===== src/rtl/unix_seconds_to_calendar_top_defines.svh =====
// Assertion macros shared by the calendar converter RTL.
// No dependencies; expects clk and arst_n in the including scope.
`ifndef UNIX_SECONDS_TO_CALENDAR_TOP_DEFINES_SVH
`define UNIX_SECONDS_TO_CALENDAR_TOP_DEFINES_SVH

// same-cycle implication, held off during reset
`define UCAL_ASSERT_NOW(label, ante, cons, msg) \
	label: assert property (@(posedge clk) disable iff (!arst_n) (ante) |-> (cons)) \
		else $error(msg);

// next-cycle implication, held off during reset
`define UCAL_ASSERT_NEXT(label, ante, cons, msg) \
	label: assert property (@(posedge clk) disable iff (!arst_n) (ante) |=> (cons)) \
		else $error(msg);

`endif


===== src/rtl/ucal_pkg.sv =====
// Package for the calendar converter: sequencer states, constants, month table.
// No dependencies.
package ucal_pkg;

	localparam int ACC_W = 17;
	localparam int OPA_W = ACC_W + 1;

	localparam logic [ACC_W-1:0] SECS_PER_DAY  = 17'd86400;
	localparam logic [ACC_W-1:0] SECS_PER_HOUR = 17'd3600;
	localparam logic [ACC_W-1:0] SECS_PER_MIN  = 17'd60;
	localparam logic [ACC_W-1:0] DAYS_COMMON   = 17'd365;
	localparam logic [ACC_W-1:0] DAYS_LEAP     = 17'd366;

	localparam logic [11:0] EPOCH_YEAR  = 12'd1970;
	localparam logic [11:0] LAST_YEAR   = 12'd2106;
	localparam logic [1:0]  EPOCH_MOD4  = 2'd2;
	localparam logic [6:0]  EPOCH_MOD100 = 7'd70;
	localparam logic [8:0]  EPOCH_MOD400 = 9'd370;
	localparam logic [6:0]  MOD100_LAST = 7'd99;
	localparam logic [8:0]  MOD400_LAST = 9'd399;

	localparam logic [3:0] MON_FEB  = 4'd1;
	localparam logic [3:0] MON_LAST = 4'd11;

	// index of the last step of each of the three divisions (quotient width less one)
	localparam logic [4:0] DAYS_LAST_STEP = 5'd15;
	localparam logic [4:0] HOUR_LAST_STEP = 5'd4;
	localparam logic [4:0] MIN_LAST_STEP  = 5'd5;

	typedef enum logic [2:0] {
		ST_IDLE,
		ST_DAYS,
		ST_HOUR,
		ST_MIN,
		ST_YEAR,
		ST_MONTH,
		ST_DONE
	} state_t;

	function automatic logic [ACC_W-1:0] month_days(input logic [3:0] mon, input logic leap);
		logic [ACC_W-1:0] len;
		begin
			case (mon)
				4'd0:  len = 17'd31;
				4'd1:  len = leap ? 17'd29 : 17'd28;
				4'd2:  len = 17'd31;
				4'd3:  len = 17'd30;
				4'd4:  len = 17'd31;
				4'd5:  len = 17'd30;
				4'd6:  len = 17'd31;
				4'd7:  len = 17'd31;
				4'd8:  len = 17'd30;
				4'd9:  len = 17'd31;
				4'd10: len = 17'd30;
				4'd11: len = 17'd31;
				default: len = 17'd31;
			endcase
			return len;
		end
	endfunction

endpackage


===== src/rtl/ucal_sub_unit.sv =====
// Shared compare-and-subtract unit of the calendar converter.
// Depends on ucal_pkg.
module ucal_sub_unit
	import ucal_pkg::*;
(
	input  logic [OPA_W-1:0] op_a,
	input  logic [ACC_W-1:0] op_b,
	output logic             ge,
	output logic [OPA_W-1:0] diff
);

	logic [OPA_W:0] wide;

	// borrow out of the extended subtract tells a < b
	assign wide = {1'b0, op_a} - {2'b00, op_b};
	assign ge   = ~wide[OPA_W];
	assign diff = wide[OPA_W-1:0];

endmodule


===== src/rtl/unix_seconds_to_calendar_top.sv =====
// Sequence: from input transfer, the day, hour and minute divisions, the year walk from 1970
//   and the month walk from January, then the result register loads once the output is free.
// Takes a new input only when idle; the single compare-subtract unit serves three
//   restoring divisions, the year walk and the month walk in turn.
// Reset (arst_n, async): sequencer to idle, result valid cleared; no clearing pass.
// Files: ucal_pkg, ucal_sub_unit, unix_seconds_to_calendar_top_defines.svh.
`include "unix_seconds_to_calendar_top_defines.svh"

module unix_seconds_to_calendar_top
	import ucal_pkg::*;
(
	input  logic        clk,
	input  logic        arst_n,
	input  logic        in_valid,
	output logic        in_stall,
	input  logic [31:0] epoch_seconds,
	output logic        out_valid,
	input  logic        out_stall,
	output logic [11:0] cal_year,
	output logic [3:0]  cal_month,
	output logic [4:0]  cal_day,
	output logic [4:0]  cal_hour,
	output logic [5:0]  cal_minute,
	output logic [5:0]  cal_second
);

	// sequencer
	state_t state_q, state_d;
	logic [4:0] cnt_q;

	// division datapath: partial remainder, dividend bits still to shift in, quotient
	logic [ACC_W-1:0] acc_q;
	logic [31:0]      num_q;
	logic [15:0]      quo_q;

	// time-of-day and date registers
	logic [15:0] days_q;
	logic [4:0]  hour_q;
	logic [5:0]  minute_q;
	logic [5:0]  second_q;
	logic [11:0] yr_q;
	logic [1:0]  m4_q;
	logic [6:0]  m100_q;
	logic [8:0]  m400_q;
	logic [3:0]  mon_q;

	// result register
	logic        out_valid_q;
	logic [11:0] year_q;
	logic [3:0]  month_q;
	logic [4:0]  day_q;
	logic [4:0]  hr_out_q;
	logic [5:0]  min_out_q;
	logic [5:0]  sec_out_q;

	// shared unit hookup
	logic [OPA_W-1:0] op_a;
	logic [ACC_W-1:0] op_b;
	logic             ge;
	logic [OPA_W-1:0] diff;
	logic [OPA_W-1:0] trial;
	logic [ACC_W-1:0] step_rem;
	logic [15:0]      step_quo;
	logic             leap;
	logic             in_xfer;
	logic             out_load;
	logic             div_done;

	assign in_xfer  = in_valid && !in_stall;
	assign in_stall = (state_q != ST_IDLE);
	assign leap     = ((m4_q == 2'd0) && (m100_q != 7'd0)) || (m400_q == 9'd0);

	// one restoring-division step: bring down the next dividend bit
	assign trial    = {acc_q, num_q[31]};
	assign step_rem = ge ? diff[ACC_W-1:0] : trial[ACC_W-1:0];
	assign step_quo = {quo_q[14:0], ge};

	// operand select for the shared unit
	always_comb begin
		op_a = trial;
		op_b = SECS_PER_DAY;
		case (state_q)
			ST_DAYS:  op_b = SECS_PER_DAY;
			ST_HOUR:  op_b = SECS_PER_HOUR;
			ST_MIN:   op_b = SECS_PER_MIN;
			ST_YEAR: begin
				op_a = {2'b00, days_q};
				op_b = leap ? DAYS_LEAP : DAYS_COMMON;
			end
			ST_MONTH: begin
				op_a = {2'b00, days_q};
				op_b = month_days(mon_q, leap);
			end
			default: begin
				op_a = trial;
				op_b = SECS_PER_DAY;
			end
		endcase
	end

	ucal_sub_unit u_sub (
		.op_a (op_a),
		.op_b (op_b),
		.ge   (ge),
		.diff (diff)
	);

	// next state; the result register loads once the previous result has left
	always_comb begin
		state_d  = state_q;
		out_load = 1'b0;
		div_done = 1'b0;
		case (state_q)
			ST_IDLE: begin
				if (in_xfer) state_d = ST_DAYS;
			end
			ST_DAYS: begin
				div_done = (cnt_q == DAYS_LAST_STEP);
				if (div_done) state_d = ST_HOUR;
			end
			ST_HOUR: begin
				div_done = (cnt_q == HOUR_LAST_STEP);
				if (div_done) state_d = ST_MIN;
			end
			ST_MIN: begin
				div_done = (cnt_q == MIN_LAST_STEP);
				if (div_done) state_d = ST_YEAR;
			end
			ST_YEAR: begin
				if (!ge) state_d = ST_MONTH;
			end
			ST_MONTH: begin
				if (!ge || (mon_q == MON_LAST)) state_d = ST_DONE;
			end
			ST_DONE: begin
				out_load = !out_valid_q || !out_stall;
				if (out_load) state_d = ST_IDLE;
			end
			default: state_d = ST_IDLE;
		endcase
	end

	always_ff @(posedge clk or negedge arst_n) begin
		if (!arst_n) begin
			state_q     <= ST_IDLE;
			out_valid_q <= 1'b0;
		end else begin
			state_q <= state_d;
			if (out_load) begin
				out_valid_q <= 1'b1;
			end else if (out_valid_q && !out_stall) begin
				out_valid_q <= 1'b0;
			end
		end
	end

	// datapath, no reset needed
	always_ff @(posedge clk) begin
		case (state_q)
			ST_IDLE: begin
				// seconds/86400: top 16 bits are below the divisor, 16 steps remain
				acc_q <= {1'b0, epoch_seconds[31:16]};
				num_q <= {epoch_seconds[15:0], 16'd0};
				quo_q <= 16'd0;
				cnt_q <= 5'd0;
			end
			ST_DAYS, ST_HOUR, ST_MIN: begin
				if (div_done) begin
					cnt_q <= 5'd0;
					quo_q <= 16'd0;
					case (state_q)
						ST_DAYS: begin
							days_q <= step_quo;
							// second of day / 3600: quotient below 24, 5 steps
							acc_q  <= {5'd0, step_rem[16:5]};
							num_q  <= {step_rem[4:0], 27'd0};
						end
						ST_HOUR: begin
							hour_q <= step_quo[4:0];
							// remainder / 60: quotient below 60, 6 steps
							acc_q  <= {11'd0, step_rem[11:6]};
							num_q  <= {step_rem[5:0], 26'd0};
						end
						default: begin
							minute_q <= step_quo[5:0];
							second_q <= step_rem[5:0];
							yr_q     <= EPOCH_YEAR;
							m4_q     <= EPOCH_MOD4;
							m100_q   <= EPOCH_MOD100;
							m400_q   <= EPOCH_MOD400;
						end
					endcase
				end else begin
					acc_q <= step_rem;
					num_q <= {num_q[30:0], 1'b0};
					quo_q <= step_quo;
					cnt_q <= cnt_q + 5'd1;
				end
			end
			ST_YEAR: begin
				mon_q <= 4'd0;
				if (ge) begin
					days_q <= diff[15:0];
					yr_q   <= yr_q + 12'd1;
					m4_q   <= m4_q + 2'd1;
					m100_q <= (m100_q == MOD100_LAST) ? 7'd0 : m100_q + 7'd1;
					m400_q <= (m400_q == MOD400_LAST) ? 9'd0 : m400_q + 9'd1;
				end
			end
			ST_MONTH: begin
				if (ge && (mon_q != MON_LAST)) begin
					days_q <= diff[15:0];
					mon_q  <= mon_q + 4'd1;
				end
			end
			ST_DONE: begin
				if (out_load) begin
					year_q    <= yr_q;
					month_q   <= mon_q + 4'd1;
					day_q     <= days_q[4:0] + 5'd1;
					hr_out_q  <= hour_q;
					min_out_q <= minute_q;
					sec_out_q <= second_q;
				end
			end
			default: begin
				cnt_q <= 5'd0;
			end
		endcase
	end

	assign out_valid  = out_valid_q;
	assign cal_year   = year_q;
	assign cal_month  = month_q;
	assign cal_day    = day_q;
	assign cal_hour   = hr_out_q;
	assign cal_minute = min_out_q;
	assign cal_second = sec_out_q;

	// a transfer always starts the day division
	`UCAL_ASSERT_NEXT(a_start_days, in_xfer, state_q == ST_DAYS, "transfer did not start division")
	// the partial remainder stays below the hour divisor during the hour division
	`UCAL_ASSERT_NOW(a_rem_day, state_q == ST_HOUR, acc_q < SECS_PER_HOUR, "hour remainder too large")
	// month walk never runs past December, and the year walk stays in range
	`UCAL_ASSERT_NOW(a_mon_range, state_q == ST_MONTH, mon_q <= MON_LAST && yr_q <= LAST_YEAR,
		"month or year out of range")
	// after the month walk the day of month fits its field
	`UCAL_ASSERT_NOW(a_day_fits, state_q == ST_DONE, days_q < 16'd31, "day of month overflow")

endmodule

===== config.mk =====
export PLATFORM = sky130hd
export DESIGN_NAME = unix_seconds_to_calendar_top
export DESIGN_NICKNAME = d
export VERILOG_FILES = /design/src/rtl/ucal_pkg.sv /design/src/rtl/ucal_sub_unit.sv /design/src/rtl/unix_seconds_to_calendar_top.sv
export VERILOG_INCLUDE_DIRS = /design/src /design/src/rtl
export SDC_FILE = /design/constraint.sdc
export NUM_CORES = 1
export LEC_CHECK = 0
export BUFFER_PORTS_ARGS = -buffer_cell sky130_fd_sc_hd__buf_2
export CORE_ASPECT_RATIO = 1.5
export CORE_MARGIN = 4
export CORE_UTILIZATION = 55
export DETAILED_ROUTE_END_ITERATION = 8
export HOLD_SLACK_MARGIN = 0.15
export MAX_ROUTING_LAYER = met4
export PLACE_DENSITY = 0.77
export RECOVER_POWER = 100
export SYNTH_ARGS = -nofsm -noshare
export SYNTH_HDL_FRONTEND = slang
export SYNTH_SLANG_ARGS = --single-unit

===== constraint.sdc =====
create_clock -name clk -period 11.9 [get_ports clk]
set_input_delay 3.57 -clock clk [delete_from_list [all_inputs] [get_ports clk]]
set_output_delay 3.57 -clock clk [all_outputs]
set_load 0.05 [all_outputs]

==> reports/qor.csv <==
metric;value;unit
power.total;2.284;mW
ant_nets;0;
grt_max_degree;45;
status;finished, violations left;
p_clk_share;23.3;%
grt_pass1_wl;29950;um
setup-tns-final;0;ps
wl_per_cell;18.51;um
clk_path_buf_depth;2;
grt_usage;23.53;%
powerDensity;245.4;nW/um^2
fin_cells;1019;
yosysTopAreaCell;edfxtp_1;
yosys.area_share.adder;4.795;%
viasPerCell;5.749;
period_share;62.71;%
root_buffer;clkbuf_16;
synth_edf_count;158;
rows;54;
leakage;3.609;nW
dieWidth;108.0;um
syn_inst;733;
clock-sinks;162;
yosysTopAreaCellShare;57.54;%
area_growth_syn_to_layout;12.87;%
hold_class;flip-flop to flip-flop;
worst_slack;4438;ps
drt_iter0_drc;508;
antenna_cells;0;
ir_drop;0.1240;mV
post_cts_resize_count;0;
io_buffers;75;
crit_chain;inv_1 > nor3_1 > clkbuf_1 > a21oi_1 > and2_0 > ha_1 > o211ai_1 > a21oi_1 > o311ai_0 > a21boi_0 > nor2_1 > clkinvlp_2 > o221a_1 > nor4_1 > a221o_1;
synth_compound_area_share;11.24;%
arrival;7760;ps
crit_path_max_fanout;25;
critPathLaunchType;flip-flop;
num_vias;5858;
dr.pass1.iters;6;
path_clk_slew;70;ps
yosysUniqueCellTypes;70;
cts.htree.levels;4;
final_hold_viol_count;0;
post-route-min-period;7462;ps
ys_warn_count;0;
antenna_found_initial;0;
path_class;flip-flop to flip-flop;
ys_seq_area_share;58.76;%
die_area;17050;sq um
core;14660;sq um
required;12200;ps
synth_area;8245;sq um
rsz0062_at_grt;false;
synthMuxAreaShare;2.322;%
clock_latency;430;ps
ioPinCount;76;
cpMostUsedCell;a21oi_1;
start_util;56.24;%
final_layout_size_suffix_gt1_share;9.599;%
cts_buffers;17;
switching_share;39.75;%
synth_nets;800;
synth-xor-area-share;3.930;%
gr-total-overflow;0;
post-place-ws;6905;ps
cpPeakStageDelay;1190;ps
setup_viol;0;
holdBufCountCts;0;
cts_tree;done;
syn_avg_cell_area;11.25;sq um
dp.cells;987;
violations;capacitance limit, slew limit;
p_int;1.376;mW
max_cap_violations;3;
comb_power_share;41.4;%
grt_pass1_vias;5760;
max_freq;134.0;MHz
seqPwrFrac;35.3;%
synth_top_family_by_area;simple AND/OR/NAND/NOR gates;
route.detailed.drc;0;
die_h;158.0;um
crit_path_top_delay_cell;clkinvlp_2;
drv_slew;104;
detail_route.wirelength;18860;um
synth-async-reset-ratio;2.469;%
clock-skew-final;10.84;ps
max_slew_margin;-122.4;%
synth.area.top_cells;edfxtp_1 (58%), nand2_1 (6.1%), ha_1 (4.6%);
worst_pin_slew;3336;ps
hpwl;13200;um
gp_congestion;0.9627;
synthFlopType;edfxtp_1;
worstSetupEndpointType;flip-flop;
postCtsSetupBuffers;0;
synth_seq_cells;162;
nNetsFinal;877;
synthSimpleGateAreaFrac;16.27;%
power.switching;907.8;uW
[area by class of cell]
class	instances	area (sq um)
multi-input combinational	515	3147
fill	1213	5355
timing repair buffer	85	375.4
inverter	29	110.1
sequential	162	4845
clock buffer	17	425.4
tap	196	245.2
clock inverter	15	158.9
[final timing paths]
kind                              from            end  slack, ps  depth (start not counted)
min in group asynchronous       arst_n     state_q[1]       2960                          1
min                        second_q[1]  cal_second[1]        420                          0
min reg2reg                second_q[1]  cal_second[1]        420                          0
max reg2reg                 state_q[2]       acc_q[8]       4440                         15
max in group asynchronous       arst_n      out_valid       8750                          1
max                         state_q[2]       acc_q[8]       4440                         15
[placed cells by master (no fill, tap or decap), types with 6 or more instances in the layout]
master and n:
edfxtp_1 158, nand2b_1 9, clkbuf_16 17, a22o_1 11, mux2i_1 9, xor2_1 19
mux2_1 6, nand2_1 133, nand3_1 28, inv_1 28, a21oi_1 26, and2_0 6
nor2_1 57, and3_1 25, clkbuf_1 48, nor3_1 13, xnor2_1 18, a22oi_1 7
buf_2 33, o21ai_0 34, ha_1 30
[critical path, delay by kind of cell (launching register included)]
| family | cells | cell delay (ps) |
|---|---|---|
| AOI/OAI and AO/OA | 7 | 2040 |
| adders and majority gates | 1 | 350 |
| buffers and inverters | 3 | 2410 |
| DFF | 1 | 600 |
| and+or+nand+nor | 4 | 1930 |
[power by group through the flow]
stage	logic (mW)	clock network [mW]	registers, mW
2_1_floorplan	0.738	0	0.797
3_3_place_gp	0.968	0	0.814
5_1_grt	1.04	0.563	0.815
3_5_place_dp	0.981	0	0.816
4_1_cts	0.988	0.536	0.805
6_report	0.945	0.532	0.807
[cells by family after synthesis]
group / count (synthesis)
muxes: 17
xor gates and xnor gates: 37
and+or+nand+nor: 294
buffers and inverters: 56
DFF: 162
adders and majority gates: 31
AOI/OAI and AO/OA: 136
[per-layer routing]
metal / routed length (um) / part of all wire [%] / global-route usage (%) / vias to the layer above
met5: 0 / 0 / - / -
met4: 482 / 2.6 / 9.025 / 0
met3: 976 / 5.2 / 3.754 / 34
met2: 9733 / 52 / 40.01 / 221
met1: 7668 / 41 / 28.17 / 2778
li1: - / - / - / 2825
[per-stage QoR]
step	hold WS, ps	utilization (%)	cell area [sq um]
3_5_place_dp	406.3	60.45	8862
5_1_grt	428.5	63.48	9306
3_3_place_gp	401.1	60.45	8862
4_1_cts	415.8	64.43	9447
2_1_floorplan	400.3	-	8245
6_report	418.7	63.48	9306
[cell usage after synthesis, types with 9 or more instances]
| master | instances |
|---|---|
| ha_1 | 30 |
| nor3_1 | 13 |
| xor2_1 | 19 |
| and2_1 | 11 |
| nand3_1 | 28 |
| and3_1 | 25 |
| clkbuf_1 | 24 |
| a21oi_1 | 24 |
| nand2b_1 | 9 |
| edfxtp_1 | 158 |
| inv_1 | 26 |
| nand2_1 | 133 |
| xnor2_1 | 18 |
| nor2_1 | 57 |
| o21ai_1 | 12 |
| o21ai_0 | 24 |
| a22o_1 | 11 |
[registers in the layout, indices dropped and copies added, names as in the netlist, 7 cells and up]
name      cells
yr_q         12
m100_q        7
acc_q        17
m400_q        9
cal_year     12
days_q       16
num_q        16
quo_q        15
Note: power is estimated with default switching activity, not from simulation.
